**config.mk**
```make
export PLATFORM = sky130hd
export DESIGN_NAME = icmp_echo_packet_builder_flat
export DESIGN_NICKNAME = d
export VERILOG_FILES = /design/src/hw/rtl/icmp_pkg.sv /design/src/hw/rtl/icmp_if.sv /design/src/hw/rtl/icmp_ctrl.sv /design/src/hw/rtl/icmp_dpath.sv /design/src/hw/rtl/icmp_echo_packet_builder.sv /design/src/flat_wrapper.sv
export SDC_FILE = /design/constraint.sdc
export NUM_CORES = 1
export LEC_CHECK = 0
export ABC_AREA = 1
export BUFFER_PORTS_ARGS = -buffer_cell sky130_fd_sc_hd__buf_4
export CORE_AREA = 2 2 218 220
export DETAILED_ROUTE_END_ITERATION = 12
export DIE_AREA = 0 0 220 222
export PLACE_DENSITY = 0.89
export SKIP_CTS_REPAIR_TIMING = 1
export SLEW_MARGIN = 25
export SYNTH_ARGS = -nofsm -noshare
export SYNTH_HDL_FRONTEND = slang
export SYNTH_SLANG_ARGS = --single-unit
```
**constraint.sdc**
```tcl
create_clock -name clk -period 8.05 [get_ports clk]
set_input_delay 1.61 -clock clk [delete_from_list [all_inputs] [get_ports clk]]
set_output_delay 1.61 -clock clk [all_outputs]
set_load 0.01 [all_outputs]
```
**src/hw/rtl/icmp_pkg.sv**
```systemverilog
// icmp_pkg: sizes, header codes, controller/datapath command and status types,
// and the one's-complement adder of the ICMP echo packet builder.
// No dependencies.
package icmp_pkg;

  localparam int MAX_PAYLOAD_WORDS = 32;   // payload store depth, 1..60
  localparam int HDR_WORDS         = 4;    // type/code, checksum, ident, seq

  localparam int CNT_W  = $clog2(MAX_PAYLOAD_WORDS + 1);
  localparam int ADDR_W = (MAX_PAYLOAD_WORDS > 1) ? $clog2(MAX_PAYLOAD_WORDS) : 1;
  localparam int IDX_W  = $clog2(MAX_PAYLOAD_WORDS + HDR_WORDS + 1);

  localparam logic [7:0] TYPE_REQUEST = 8'd8;
  localparam logic [7:0] TYPE_REPLY   = 8'd0;
  localparam logic [7:0] CODE_ECHO    = 8'd0;

  // byte_count codes
  localparam logic [1:0] BC_EMPTY = 2'd0;
  localparam logic [1:0] BC_HIGH  = 2'd1;

  // emitted word positions
  localparam int W_TYPE  = 0;
  localparam int W_CSUM  = 1;
  localparam int W_IDENT = 2;
  localparam int W_SEQ   = 3;

  // header words folded into the sum, one per step
  localparam int STEP_TYPE  = 0;
  localparam int STEP_IDENT = 1;
  localparam int STEP_SEQ   = 2;
  localparam int SUM_STEPS  = 3;

  typedef struct packed {
    logic take;      // input beat accepted
    logic sum_step;  // fold one header word into the sum
    logic emit;      // load next packet word into output register
    logic close;     // final word loaded, clear packet state
  } icmp_cmd_t;

  typedef struct packed {
    logic last_seen; // accepted beat carries last_word
    logic sum_done;  // last header fold this cycle
    logic out_free;  // output register can take a word
    logic is_eop;    // current emit index is the final word
  } icmp_sts_t;

  // 16-bit one's-complement add with end-around carry
  function automatic logic [15:0] oc_add(input logic [15:0] a, input logic [15:0] b);
    logic [16:0] s;
    s = {1'b0, a} + {1'b0, b};
    return s[15:0] + {15'd0, s[16]};
  endfunction

endpackage

```
**src/hw/rtl/icmp_if.sv**
```systemverilog
// icmp_if: valid/ready channel interfaces for payload input beats and
// packet output beats. No dependencies.
interface icmp_in_if;
  logic        valid;
  logic        ready;
  logic        echo_reply;
  logic [15:0] identifier;
  logic [15:0] sequence_num;
  logic [15:0] data_word;
  logic [1:0]  byte_count;
  logic        last_word;

  modport source (output valid, output echo_reply, output identifier, output sequence_num,
                  output data_word, output byte_count, output last_word, input ready);
  modport sink   (input valid, input echo_reply, input identifier, input sequence_num,
                  input data_word, input byte_count, input last_word, output ready);
endinterface

interface icmp_out_if;
  logic        valid;
  logic        ready;
  logic [15:0] packet_word;
  logic        end_of_packet;
  logic        overflow;

  modport source (output valid, output packet_word, output end_of_packet,
                  output overflow, input ready);
  modport sink   (input valid, input packet_word, input end_of_packet,
                  input overflow, output ready);
endinterface

```
**src/hw/rtl/icmp_ctrl.sv**
```systemverilog
// icmp_ctrl: collect / checksum / emit sequencer of the ICMP echo builder.
// Depends on icmp_pkg.
module icmp_ctrl (
  input  logic                clk,
  input  logic                rst_n,
  input  logic                in_valid,
  output logic                in_ready,
  input  icmp_pkg::icmp_sts_t sts,
  output icmp_pkg::icmp_cmd_t cmd
);
  import icmp_pkg::*;

  typedef enum logic [2:0] {
    S_COLLECT = 3'b001,
    S_SUM     = 3'b010,
    S_EMIT    = 3'b100
  } state_t;

  state_t state_r, state_nxt;

  always_comb begin
    cmd          = '0;
    in_ready     = (state_r == S_COLLECT);
    cmd.take     = in_valid && in_ready;
    cmd.sum_step = (state_r == S_SUM);
    cmd.emit     = (state_r == S_EMIT) && sts.out_free;
    cmd.close    = cmd.emit && sts.is_eop;
  end

  always_comb begin
    state_nxt = state_r;
    case (state_r)
      S_COLLECT: if (sts.last_seen) state_nxt = S_SUM;
      S_SUM:     if (sts.sum_done)  state_nxt = S_EMIT;
      S_EMIT:    if (cmd.close)     state_nxt = S_COLLECT;
      default:   state_nxt = S_COLLECT;
    endcase
  end

  always_ff @(posedge clk) begin
    if (!rst_n) begin
      state_r <= S_COLLECT;
    end else begin
      state_r <= state_nxt;
    end
  end

  // input side and output loading never overlap
  a_take_vs_emit: assert property (@(posedge clk) disable iff (!rst_n)
    !(cmd.take && cmd.emit))
    else $error("input beat taken while emitting");

endmodule

```
**src/hw/rtl/icmp_dpath.sv**
```systemverilog
// icmp_dpath: header latches, payload store, one's-complement sum, emit index
// and output register of the ICMP echo builder. Depends on icmp_pkg.
module icmp_dpath (
  input  logic                clk,
  input  logic                rst_n,
  input  icmp_pkg::icmp_cmd_t cmd,
  output icmp_pkg::icmp_sts_t sts,
  input  logic                echo_reply,
  input  logic [15:0]         identifier,
  input  logic [15:0]         sequence_num,
  input  logic [15:0]         data_word,
  input  logic [1:0]          byte_count,
  input  logic                last_word,
  input  logic                out_ready,
  output logic                out_valid,
  output logic [15:0]         packet_word,
  output logic                end_of_packet,
  output logic                overflow
);
  import icmp_pkg::*;

  logic [15:0]      sum_r, sum_nxt;
  logic [CNT_W-1:0] cnt_r, cnt_nxt;
  logic [IDX_W-1:0] idx_r, idx_nxt;
  logic             reply_r, inpkt_r, inpkt_nxt, drop_r, drop_nxt;
  logic [15:0]      ident_r, seq_r;
  logic [15:0]      mem [MAX_PAYLOAD_WORDS];
  logic [15:0]      rd_data_r;
  logic             out_valid_r, out_valid_nxt;
  logic [15:0]      out_word_r;
  logic             out_eop_r, out_ovf_r;

  logic [15:0]      in_w, w0, hdr_add, emit_word;
  logic             has_word, room, store_en, sum_done, is_eop, out_free;
  logic [IDX_W-1:0] pofs;
  logic [ADDR_W-1:0] rd_addr;

  assign in_w     = (byte_count == BC_HIGH) ? {data_word[15:8], 8'h00} : data_word;
  assign has_word = (byte_count != BC_EMPTY);
  assign room     = (cnt_r < CNT_W'(MAX_PAYLOAD_WORDS));
  assign store_en = cmd.take && has_word && room;
  assign w0       = {(reply_r ? TYPE_REPLY : TYPE_REQUEST), CODE_ECHO};
  assign sum_done = (idx_r == IDX_W'(SUM_STEPS - 1));
  assign is_eop   = ((idx_r + IDX_W'(1)) == (IDX_W'(HDR_WORDS) + IDX_W'(cnt_r)));
  assign out_free = !out_valid_r || out_ready;

  always_comb begin
    case (idx_r)
      IDX_W'(STEP_TYPE):  hdr_add = w0;
      IDX_W'(STEP_IDENT): hdr_add = ident_r;
      IDX_W'(STEP_SEQ):   hdr_add = seq_r;
      default:            hdr_add = 16'h0000;
    endcase
  end

  always_comb begin
    case (idx_r)
      IDX_W'(W_TYPE):  emit_word = w0;
      IDX_W'(W_CSUM):  emit_word = ~sum_r;
      IDX_W'(W_IDENT): emit_word = ident_r;
      IDX_W'(W_SEQ):   emit_word = seq_r;
      default:         emit_word = rd_data_r;
    endcase
  end

  always_comb begin
    sum_nxt   = sum_r;
    cnt_nxt   = cnt_r;
    drop_nxt  = drop_r;
    inpkt_nxt = inpkt_r;
    idx_nxt   = idx_r;
    if (cmd.take) begin
      inpkt_nxt = 1'b1;
      if (store_en) begin
        sum_nxt = oc_add(sum_r, in_w);
        cnt_nxt = cnt_r + CNT_W'(1);
      end else if (has_word) begin
        drop_nxt = 1'b1;
      end
    end
    if (cmd.sum_step) begin
      sum_nxt = oc_add(sum_r, hdr_add);
      idx_nxt = sum_done ? '0 : idx_r + IDX_W'(1);
    end
    if (cmd.emit) begin
      idx_nxt = is_eop ? '0 : idx_r + IDX_W'(1);
    end
    if (cmd.close) begin
      sum_nxt   = '0;
      cnt_nxt   = '0;
      drop_nxt  = 1'b0;
      inpkt_nxt = 1'b0;
    end
  end

  // read address follows the next emit index, so rd_data_r holds the
  // payload word of the current index
  always_comb begin
    pofs    = idx_nxt - IDX_W'(HDR_WORDS);
    rd_addr = (pofs < IDX_W'(MAX_PAYLOAD_WORDS)) ? pofs[ADDR_W-1:0] : '0;
  end

  always_comb begin
    out_valid_nxt = out_valid_r;
    if (cmd.emit)     out_valid_nxt = 1'b1;
    else if (out_ready) out_valid_nxt = 1'b0;
  end

  always_ff @(posedge clk) begin
    if (store_en) mem[cnt_r[ADDR_W-1:0]] <= in_w;
    rd_data_r <= mem[rd_addr];
  end

  always_ff @(posedge clk) begin
    if (cmd.emit) begin
      out_word_r <= emit_word;
      out_eop_r  <= is_eop;
      out_ovf_r  <= drop_r;
    end
  end

  always_ff @(posedge clk) begin
    if (!rst_n) begin
      sum_r       <= '0;
      cnt_r       <= '0;
      idx_r       <= '0;
      drop_r      <= 1'b0;
      inpkt_r     <= 1'b0;
      reply_r     <= 1'b0;
      ident_r     <= '0;
      seq_r       <= '0;
      out_valid_r <= 1'b0;
    end else begin
      sum_r       <= sum_nxt;
      cnt_r       <= cnt_nxt;
      idx_r       <= idx_nxt;
      drop_r      <= drop_nxt;
      inpkt_r     <= inpkt_nxt;
      out_valid_r <= out_valid_nxt;
      if (cmd.take && !inpkt_r) begin
        reply_r <= echo_reply;
        ident_r <= identifier;
        seq_r   <= sequence_num;
      end
    end
  end

  always_comb begin
    sts           = '0;
    sts.last_seen = cmd.take && last_word;
    sts.sum_done  = sum_done;
    sts.out_free  = out_free;
    sts.is_eop    = is_eop;
  end

  assign out_valid     = out_valid_r;
  assign packet_word   = out_word_r;
  assign end_of_packet = out_eop_r;
  assign overflow      = out_ovf_r;

  a_cnt_bound: assert property (@(posedge clk) disable iff (!rst_n)
    cnt_r <= CNT_W'(MAX_PAYLOAD_WORDS))
    else $error("payload count beyond store depth");

  a_drop_full: assert property (@(posedge clk) disable iff (!rst_n)
    drop_r |-> (cnt_r == CNT_W'(MAX_PAYLOAD_WORDS)))
    else $error("words dropped with room in store");

  a_close_clears: assert property (@(posedge clk) disable iff (!rst_n)
    cmd.close |=> (cnt_r == '0) && !drop_r && !inpkt_r && (idx_r == '0))
    else $error("packet state not cleared after final word");

endmodule

```
**src/hw/rtl/icmp_echo_packet_builder.sv**
```systemverilog
// ICMP echo builder top: beats are taken back to back; after the last beat input
// stalls through the three checksum folds and the emission of all 4 + payload words.
// First word is registered for output after the folds, then 1 word/cycle with ready.
// rst_n is synchronous, active low; clears control state, payload store not cleared.
// Depends on icmp_pkg, icmp_if, icmp_ctrl, icmp_dpath.
module icmp_echo_packet_builder (
  input  logic      clk,
  input  logic      rst_n,
  icmp_in_if.sink   in_ch,
  icmp_out_if.source out_ch
);
  import icmp_pkg::*;

  // Controller owns the handshake on the input side and the sequence:
  //   collect beats -> fold type/code, ident, seq into the sum -> emit words.
  // Datapath keeps the payload store (one write port during collect, one
  // registered read during emit), the end-around-carry sum and the output
  // register, which decouples the output ready from the input side.
  icmp_cmd_t cmd;
  icmp_sts_t sts;

  icmp_ctrl u_ctrl (
    .clk      (clk),
    .rst_n    (rst_n),
    .in_valid (in_ch.valid),
    .in_ready (in_ch.ready),
    .sts      (sts),
    .cmd      (cmd)
  );

  // Payload beat words land in the store in arrival order; words past the
  // store depth are dropped and set the overflow mark for the whole packet.
  icmp_dpath u_dpath (
    .clk           (clk),
    .rst_n         (rst_n),
    .cmd           (cmd),
    .sts           (sts),
    .echo_reply    (in_ch.echo_reply),
    .identifier    (in_ch.identifier),
    .sequence_num  (in_ch.sequence_num),
    .data_word     (in_ch.data_word),
    .byte_count    (in_ch.byte_count),
    .last_word     (in_ch.last_word),
    .out_ready     (out_ch.ready),
    .out_valid     (out_ch.valid),
    .packet_word   (out_ch.packet_word),
    .end_of_packet (out_ch.end_of_packet),
    .overflow      (out_ch.overflow)
  );

endmodule
```
**src/flat_wrapper.sv**
```systemverilog
// flat-port wrapper written by rule: the top's interface ports become plain ports
module icmp_echo_packet_builder_flat import icmp_pkg::*;
  (clk, rst_n, in_ch_valid, in_ch_echo_reply, in_ch_identifier, in_ch_sequence_num, in_ch_data_word, in_ch_byte_count, in_ch_last_word, in_ch_ready, out_ch_valid, out_ch_packet_word, out_ch_end_of_packet, out_ch_overflow, out_ch_ready);
  icmp_in_if in_ch_i ();
  icmp_out_if out_ch_i ();
  input  logic clk;
  input  logic rst_n;
  input wire logic [$bits(in_ch_i.valid)-1:0] in_ch_valid;
  input wire logic [$bits(in_ch_i.echo_reply)-1:0] in_ch_echo_reply;
  input wire logic [$bits(in_ch_i.identifier)-1:0] in_ch_identifier;
  input wire logic [$bits(in_ch_i.sequence_num)-1:0] in_ch_sequence_num;
  input wire logic [$bits(in_ch_i.data_word)-1:0] in_ch_data_word;
  input wire logic [$bits(in_ch_i.byte_count)-1:0] in_ch_byte_count;
  input wire logic [$bits(in_ch_i.last_word)-1:0] in_ch_last_word;
  output wire logic [$bits(in_ch_i.ready)-1:0] in_ch_ready;
  output wire logic [$bits(out_ch_i.valid)-1:0] out_ch_valid;
  output wire logic [$bits(out_ch_i.packet_word)-1:0] out_ch_packet_word;
  output wire logic [$bits(out_ch_i.end_of_packet)-1:0] out_ch_end_of_packet;
  output wire logic [$bits(out_ch_i.overflow)-1:0] out_ch_overflow;
  input wire logic [$bits(out_ch_i.ready)-1:0] out_ch_ready;
  assign in_ch_i.valid = in_ch_valid;
  assign in_ch_i.echo_reply = in_ch_echo_reply;
  assign in_ch_i.identifier = in_ch_identifier;
  assign in_ch_i.sequence_num = in_ch_sequence_num;
  assign in_ch_i.data_word = in_ch_data_word;
  assign in_ch_i.byte_count = in_ch_byte_count;
  assign in_ch_i.last_word = in_ch_last_word;
  assign in_ch_ready = in_ch_i.ready;
  assign out_ch_valid = out_ch_i.valid;
  assign out_ch_packet_word = out_ch_i.packet_word;
  assign out_ch_end_of_packet = out_ch_i.end_of_packet;
  assign out_ch_overflow = out_ch_i.overflow;
  assign out_ch_i.ready = out_ch_ready;
  icmp_echo_packet_builder u_core (.clk(clk), .rst_n(rst_n), .in_ch(in_ch_i), .out_ch(out_ch_i));
endmodule
```
# == Yosys cells after proc, flatten, opt, wreduce, memory -nomap -nowiden ==
# Memory sizes are Yosys's and may differ from the RTL's. A register that Yosys moved wholly into a read port is not among the register bits.
# Index checks and enable logic that the tools add are counted.
# classes
reduce_logical,20
eq_ne,11
bitwise_logic,3
magnitude_cmp,2
mux,20
n_addsub,8
# ops
operator,n
$pmux W16 S4,1
$mux W16,3
$pmux W16 S3,1
$add A16 B16 Y17,2
$add A16 B1 Y16,2
$mux W6,4
$not A16 Y16,1
$add A6 B1 Y6 const B,2
$eq A6 B2 Y1 const B,2
$lt A6 B6 Y1 const B,2
$mux W3,3
$pmux W3 S3,1
$mux W8,1
$reduce_bool A2 Y1,4
$logic_and A1 B1 Y1,7
$add A3 B6 Y6 const A,1
$eq A6 B1 Y1 const B,1
$eq A6 B6 Y1,1
$logic_not A6 Y1,1
$reduce_and A3 Y1,2
$sub A6 B3 Y6 const B,1
$mux W5,1
$mux W1,4
$mux W4,1
other kinds (11),15
# totals
input_bits,56
n_memories,1
out_inout_bits,20
mem_bits_rw,512
elab_cells,78
reg_bits,85
# mem_list
memory,words,width,rd,rd_ports_with_merged_regs,wr,line_no,rtl
u_core.u_dpath.mem,32,16,1,1,1,icmp_dpath.sv:27,logic [15:0] mem [MAX_PAYLOAD_WORDS];

# == Longest topological paths before layout ==
# Gate-level depths: netlist of the first run.
# logic_depth
ltp_word,7
depth_mapped,36
mapped_depth_nobuf,35

# == Modules after synthesis ==
# A second synthesis of the first run with hierarchy kept.
# hier_totals
cells_unflattened,3188
hier_area_um2,29672.2
# modules_own_cells
module,cells_per_inst,instances,area_each_um2,seq_area_each_um2
icmp_dpath,3154,1,29453.2,17516.8
icmp_ctrl,34,1,219.0,60.1

# == Worst setup path before layout of the first run ==
# OpenSTA, ideal clock, no wires.
# synth_path
path_kind,input port to flip-flop
startpoint,in in_ch_byte_count[0]
endpoint,reg u_core.u_dpath.sum_r[13]
arrival_time_ns,6.042
path_buffers,0
path_stages,28
setup_ns,0.110
slack_ns,1.898
required_ns,7.940
path_cell_list,inv_1 nor2_1 nor2_1 ha_1 inv_1 fa_1 o21ai_0 nand2_1 nand2_1 a21boi_0 o21ai_0 nand3_1 nand2_1 ha_1 nand3_1 nor2_1 inv_1 nor2_1 inv_1 or2_2 nor2_1 nand3_1 nor2_1 nand3_1 o21ai_0 nand2_1 nand3_1 inv_1
# synth_between
elab_chain_cells,7
word_cells_on_any_way,12
# synth_lines
element,line_no,rtl
start: declaration,flat_wrapper.sv:13,input wire logic [$bits(in_ch_i.byte_count)-1:0] in_ch_byte_count;
$eq A2 B1 Y1,icmp_dpath.sv:38,"assign in_w = (byte_count == BC_HIGH) ? {data_word[15:8], 8'h00} : data_word;"
$mux W8,icmp_dpath.sv:38,
net u_core.u_dpath.in_w[0],icmp_dpath.sv:33,"logic [15:0] in_w, w0, hdr_add, emit_word;"
$add A16 B16 Y17,icmp_pkg.sv:50,"s = {1'b0, a} + {1'b0, b};"
$add A16 B1 Y16,icmp_pkg.sv:51,"return s[15:0] + {15'd0, s[16]};"
$mux W16,icmp_dpath.sv:74,if (store_en) begin
$mux W16,icmp_dpath.sv:72,if (cmd.take) begin
$mux W16,icmp_dpath.sv:81,if (cmd.sum_step) begin
end signal: assignment,icmp_dpath.sv:134,sum_r <= sum_nxt;
end: declaration,icmp_dpath.sv:22,"logic [15:0] sum_r, sum_nxt;"
# The timed path passes the listed nets, and every way through them passes these cells. The select of a mux whose other input is x is not followed.
# A chain may end at the register's enable or synchronous reset.

# == Worst setup path in the final report of the first run ==
# layout_path
startpoint,in in_ch_byte_count[1]
endpoint,reg u_core.u_dpath.sum_r[13]
# The elaborated chain is that of the path after synthesis.

==> results of run 1 <==
-- Yosys cell counts (all sizes together) --
| cell type | count |
|---|---|
| a21boi | 2 |
| a21oi | 87 |
| a221o | 1 |
| clkinv | 2 |
| buf | 99 |
| o21a | 3 |
| xnor2 | 8 |
| dfxtp | 83 |
| o31ai | 1 |
| nand4 | 11 |
| fa | 2 |
| inv | 434 |
| a221oi | 5 |
| nand3 | 465 |
| ha | 46 |
| o211ai | 5 |
| edfxtp | 530 |
| nor3 | 17 |
| a31oi | 3 |
| or2 | 100 |
| nand3b | 51 |
| a311oi | 1 |
| a21o | 4 |
| nor4 | 2 |
| xor2 | 33 |
| nor2 | 174 |
| nand2 | 537 |
| o21ai | 73 |
| o22ai | 30 |
| o221ai | 1 |
| o311ai | 1 |
| clkbuf | 51 |
| o2111ai | 65 |
| o21bai | 3 |
| a211oi | 2 |
-- path summary, 6_finish.rpt --
path	start	endpoint	slack [ps]	cells after the start
worst max register to register	u_core.u_dpath.idx_r[5]$_SDFF_PN0_	u_core.u_dpath.sum_r[12]$_SDFFE_PP0P_	2580	34
worst min register to register	u_core.u_dpath.drop_r$_SDFFE_PP0P_	u_core.u_dpath.overflow$_DFFE_PP_	440	0
worst max-delay path	in_ch_byte_count[1]	u_core.u_dpath.sum_r[13]$_SDFFE_PP0P_	2040	27
worst min-delay path	u_core.u_dpath.drop_r$_SDFFE_PP0P_	u_core.u_dpath.overflow$_DFFE_PP_	440	0
-- per-stage QoR --
step                  util  cells  area [um2]  hold slack, ps
floorplan                -   2932       28960           409.0
global placement    0.6496   3518       30050           421.7
detailed placement  0.6499   3518       30070           429.1
CTS                 0.6898   3626       31910           444.5
global route        0.6904   3627       31940           458.9
finish              0.6904   3628       31940           442.6
-- sequential cells by signal, indices dropped and copies added (netlist names), 3 cells and up --
| name | flops |
|---|---|
| u_core.u_ctrl.state_r | 3 |
| u_core.u_dpath.packet_word | 16 |
| u_core.u_dpath.rd_data_r | 16 |
| u_core.u_dpath.cnt_r | 6 |
| u_core.u_dpath.ident_r | 16 |
| u_core.u_dpath.mem | 512 |
| u_core.u_dpath.sum_r | 16 |
| u_core.u_dpath.idx_r | 6 |
| u_core.u_dpath.seq_r | 16 |
-- per-layer routing --
layer	up-vias	part of all wire
met4	4	0.051
met3	275	0.13
met2	1641	0.46
met1	10438	0.36
met5	-	0.00029
li1	9999	-
-- report_power, final --
part	internal, mW	leakage, nW	switching (mW)	total [mW]
sequential	3.50	5.48	0.0404	3.55
clock	1.49	0.899	1.19	2.68
combinational	0.154	6.79	0.346	0.500
total	5.15	13.2	1.58	6.72
-- logic make-up after synthesis --
family	share of synthesized area
xor gates and xnor gates	0.01240
and+or+nand+nor	0.2155
DFF	0.6069
adders and majority gates	0.02125
AOI/OAI and AO/OA	0.06238
buffers and inverters	0.08164
-- layout by cell type (no fill, tap or decap), types with 64 or more instances in the layout --
cell type and instances:
nor2_1 157, dfxtp_1 83, nand3_1 461, or2_2 100
buf_4 127, o2111ai_1 65, o21ai_0 64, a21oi_1 86
nand2_1 530, edfxtp_1 530, inv_1 423
-- cell type report --
cell class / instances / area [um2]
Antenna cell: 1 / 2.502
Multi-Input combinational cell: 1733 / 9121
Tap cell: 607 / 759.5
Inverter: 436 / 1638
Fill cell: 3145 / 14320
Timing Repair Buffer: 130 / 996.0
Sequential cell: 613 / 17580
Clock buffer: 78 / 1598
Clock inverter: 30 / 246.5
==> summary.txt, run 1 <==
Status = complete, no violations
DR pass1 iterations = 8
DP Worst Slack = 1446 ps
Vias per cell = 6.162
CP Launch Type = input port
Worst path top cell family by delay = simple AND/OR/NAND/NOR gates
Initial antenna violation count = 4
Routability cong. = 0.9623
Critical path buffers and inverters = 4
TNS Setup = 0 ps
Critical Path End Type = flip-flop
H-Tree Depth = 2
CTS tree = built
Max Clk Rate = 0.1664 GHz
Power Density = 210.5 nW/um2
Slew Viols, Final = 0
Design Power = 6.724 mW
First-iteration detailed-routing DRC count = 3519
Die area = 48840 um2
CTS Root Cell = clkbuf_16
Max_cap viols = 0
Routed WL = 78690 um
Reg clk slew, reported paths = 60 ps
Global-route wire length before repair = 119900 um
Die W = 220 um
Top post-synthesis cells by area = edfxtp_1, nand3_1, nand2_1
Largest fanout on the critical path = 33
Port Buf Inserts = 75
CTS Buf Count = 59
Final setup viols = 0
Met3 global-route usage = 0.07558
DRC = 0
Final Cycle Share = 0.7464
Via count = 22357
Clk_lat worst skew = 640 ps
Global Route met2 Usage = 0.4963
Flops & latches, synth = 613
Share of cells above drive strength 1 = 0.1179
Minimum clock period after layout = 6009 ps
Mean routed wirelength per cell = 21.69 um
DP Wirelength = 46900 um
Pleak = 13.17 nW
Final WS setup = 2041 ps
Syn nets = 3036
Critical Path RT = 8570 ps
Cell taking the most area after synthesis = edfxtp_1
IO Pins = 76
# rows = 79
Die H = 222 um
Gr usage total = 0.3212
Worst min path class = flip-flop to flip-flop
Sink Count = 613
RSZ-0062 raised after global routing = false
Maximum VDD drop = 193.5 uV
Post-DRT Antenna Nets = 0
Endpoints failing hold = 0
Synthesized area = 28960 um2
Core ar. = 46260 um2
Worst Skew = 29.70 ps
Largest net degree at the start of global routing = 203
Share of the yosys chip area belonging to registers = 0.6069
Netlist cell types = 46
Mean Syn Cell Area = 9.879 um2
CP Data Arrival Time = 6530 ps
Slowest library cell on the worst path = nor2_1
Starting Density = 0.6261
Count of warnings emitted by yosys = 0
Critical path class = input port to flip-flop
Gate Count Post-Synth = 2932
CP max stage delay = 740 ps
Yosys top cell area share = 0.5495
Vias in the first global route = 21609
Slew HR = 0.2455
Clock Path Buffers = 3
GR Overflow Total = 0
Layout Nets = 3077
Slew @ Worst Pin = 1130 ps
Area grow syn2layout = 10.27%
GR peak layer = met2
M1 GR Usage = 0.4262
(Power assumes the default switching activity.)
==> inputs of run 2 (changes only) <==
CORE_AREA = 2 2 229 231   (was 2 2 218 220)
DIE_AREA = 0 0 231 233   (was 0 0 220 222)
PLACE_DENSITY = 0.85   (was 0.89)
clock period = 4.9 ns   (was 8.05 ns; I/O delays follow)
==> run 2 against run 1 <==
Global-route usage is 2.3 points lower. Clock-buffer cell count stayed put. Cell count is 3.2% higher. First-iteration DRC count is 13% lower. Non-clock buffer count is 46 higher. Combinational power is 78% higher. Routed wire length is 3.4% higher. Final area is 2.1% higher. Clock skew is 11 ps lower. Power is 65% higher. Sequential share of layout area is 1.1 points lower. Critical path depth is 8 higher. Critical endpoint is now u_core.u_dpath.sum_r[12]$_SDFFE_PP0P_.
==> summary.txt, run 2 (same netlist as run 1, synthesis figures left out) <==
Status = complete, no violations
CTS tree = built
Final instance area = 32600 um2 (+2.1%)
Slew HR = 0.5046 (+0.2591)
Vias in the first global route = 21502 (-0.50%)
Endpoints failing hold = 0 (unchanged)
Gr usage total = 0.2980 (-0.02315)
Routed WL = 81390 um (+3.4%)
Clk_lat worst skew = 640 ps (about the same)
Commonest non-fill, non-tap cell in the layout = edfxtp_1
Largest net degree at the start of global routing = 82 (-60%)
Via count = 22481 (+0.55%)
Critical path class = flip-flop to flip-flop
First-iteration detailed-routing DRC count = 3057 (-13%)
CTS Buf Count = 59 (unchanged)
Power Density = 340.4 nW/um2 (+62%)
Critical Path RT = 5470 ps (-3100 ps)
Starting Density = 0.5669 (-0.05925)
Worst hold path depth = 2 (+2)
Clock Path Buffers = 3 (unchanged)
Most frequent cells in the layout = edfxtp_1, nand2_1, nand3_1, inv_1, buf_4
CP Data Arrival Time = 5140 ps (-1390 ps)
Vias per cell = 6.005 (-2.6%)
Global-route wire length before repair = 121600 um (+1.4%)
CP most frequent cell = nand2_1
IO Pins = 76 (unchanged)
Finished Core Util = 0.6380 (-0.05245)
Core ar. = 51090 um2 (+10%)
H-Tree Depth = 2 (unchanged)
Final setup viols = 0 (unchanged)
GR Overflow Total = 0 (unchanged)
Slowest library cell on the worst path = dfxtp_4
Final Cycle Share = 0.9315
Area of the multi-input gates = 9169 um2 (+0.52%)
TNS Setup = 0 ps (unchanged)
Depth of the most critical reg-to-reg path = 35 (+2.9%)
Mean routed wirelength per cell = 21.74 um (+0.22%)
Slew Viols, Final = 0 (unchanged)
Critical Path End Type = flip-flop
Initial antenna violation count = 4 (unchanged)
Post-DRT Antenna Nets = 0 (unchanged)
Pleak = 13.45 nW (+2.2%)
Max Clk Rate = 0.2191 GHz
Die area = 53820 um2 (+10%)
Die H = 233 um (+5.0%)
DP Wirelength = 50800 um (+8.3%)
Seq. cell area = 17580 um2 (about the same)
CTS Root Cell = clkbuf_16
Placed Area = 30610 um2 (+1.8%)
Largest register FFs = 512 (unchanged)
Final hold slack = 464.3 ps (+21.72 ps)
Worst min path class = flip-flop to flip-flop
DR pass1 iterations = 6 (-2)
CP max stage delay = 370 ps (-370 ps)
Reg clk slew, reported paths = 70 ps (about the same)
Routability cong. = 1.019 (+5.9%)
Area grow syn2layout = 12.54%
Slew @ Worst Pin = 742.0 ps (-388.5 ps)
# rows = 83 (+5.1%)
Largest fanout on the critical path = 12 (-64%)
Port Buf Inserts = 75 (unchanged)
Layout Nets = 3124 (+1.5%)
DRC = 0 (unchanged)
Share of cells above drive strength 1 = 0.1338 (+0.01593)
Antenna diodes = 0 (-1)
Die W = 231 um (+5.0%)
CP Launch Type = flip-flop
Minimum clock period after layout = 4564 ps
Maximum VDD drop = 353.4 uV (+83%)
Max_cap viols = 0 (unchanged)
Sink Count = 613 (unchanged)
Worst Skew = 18.51 ps (-11.20 ps)
Fillers = 3799 (+21%)
[run 2: cell count changes in the layout (fill, tap and decap cells not counted), moves of 3 or more]
cell / change
clkinv_2: -5
buf_12: +13
clkbuf_16: +3
dfxtp_1: -3
buf_4: +33
clkbuf_8: -3
[run 2: per-layer routing]
metal | share of wire | global-route usage | vias up
met5 | 0.00022 | 0 | -
met4 | 0.046 | 0.1429 | 2
met3 | 0.12 | 0.05061 | 257
met2 | 0.47 | 0.4825 | 1493
met1 | 0.37 | 0.3926 | 10638
li1 | - | - | 10091
[run 2: final timing paths]
path,from,to,slack [ps]
setup reg to reg,u_core.u_dpath.idx_r[1]$_SDFF_PN0_,u_core.u_dpath.sum_r[12]$_SDFFE_PP0P_,340
setup / recovery,u_core.u_dpath.idx_r[1]$_SDFF_PN0_,u_core.u_dpath.sum_r[12]$_SDFFE_PP0P_,340
hold reg to reg,u_core.u_dpath.reply_r$_SDFFE_PN0P_,u_core.u_dpath.reply_r$_SDFFE_PN0P_,460
hold / removal,u_core.u_dpath.reply_r$_SDFFE_PN0P_,u_core.u_dpath.reply_r$_SDFFE_PN0P_,460
[run 2: metrics by stage]
stage / total power, mW / cells / setup slack [ps]
after floorplan: 6.441 / 2932 / 1.591
after global placement: 6.758 / 3632 / 142.0
after detailed placement: 6.788 / 3632 / 138.0
after CTS: 11.08 / 3737 / 233.9
after global routing: 11.37 / 3744 / -83.25
final: 11.09 / 3744 / 335.8
[run 2: cell type report]
class                   count  area share
repair buffers            176     0.04656
multi-input cells        1734      0.2813
clock inverters            27    0.006948
flip-flops and latches    613      0.5394
well taps                 680     0.02610
inverters                 436     0.05028
clock buffers              78     0.04940
[run 2: critical path: cells and delay by family, from the launching register on]
family,cells,cell delay (ps)
buffers and inverters,6,530
xor gates and xnor gates,1,170
adders and majority gates,5,960
DFF,1,370
and+or+nand+nor,19,2000
AOI/OAI and AO/OA,4,470
[run 2: power by group]
group | switching (mW) | internal, mW
Clock | 1.96 | 2.42
Combinational | 0.608 | 0.282
Sequential | 0.0703 | 5.76
Total | 2.64 | 8.45
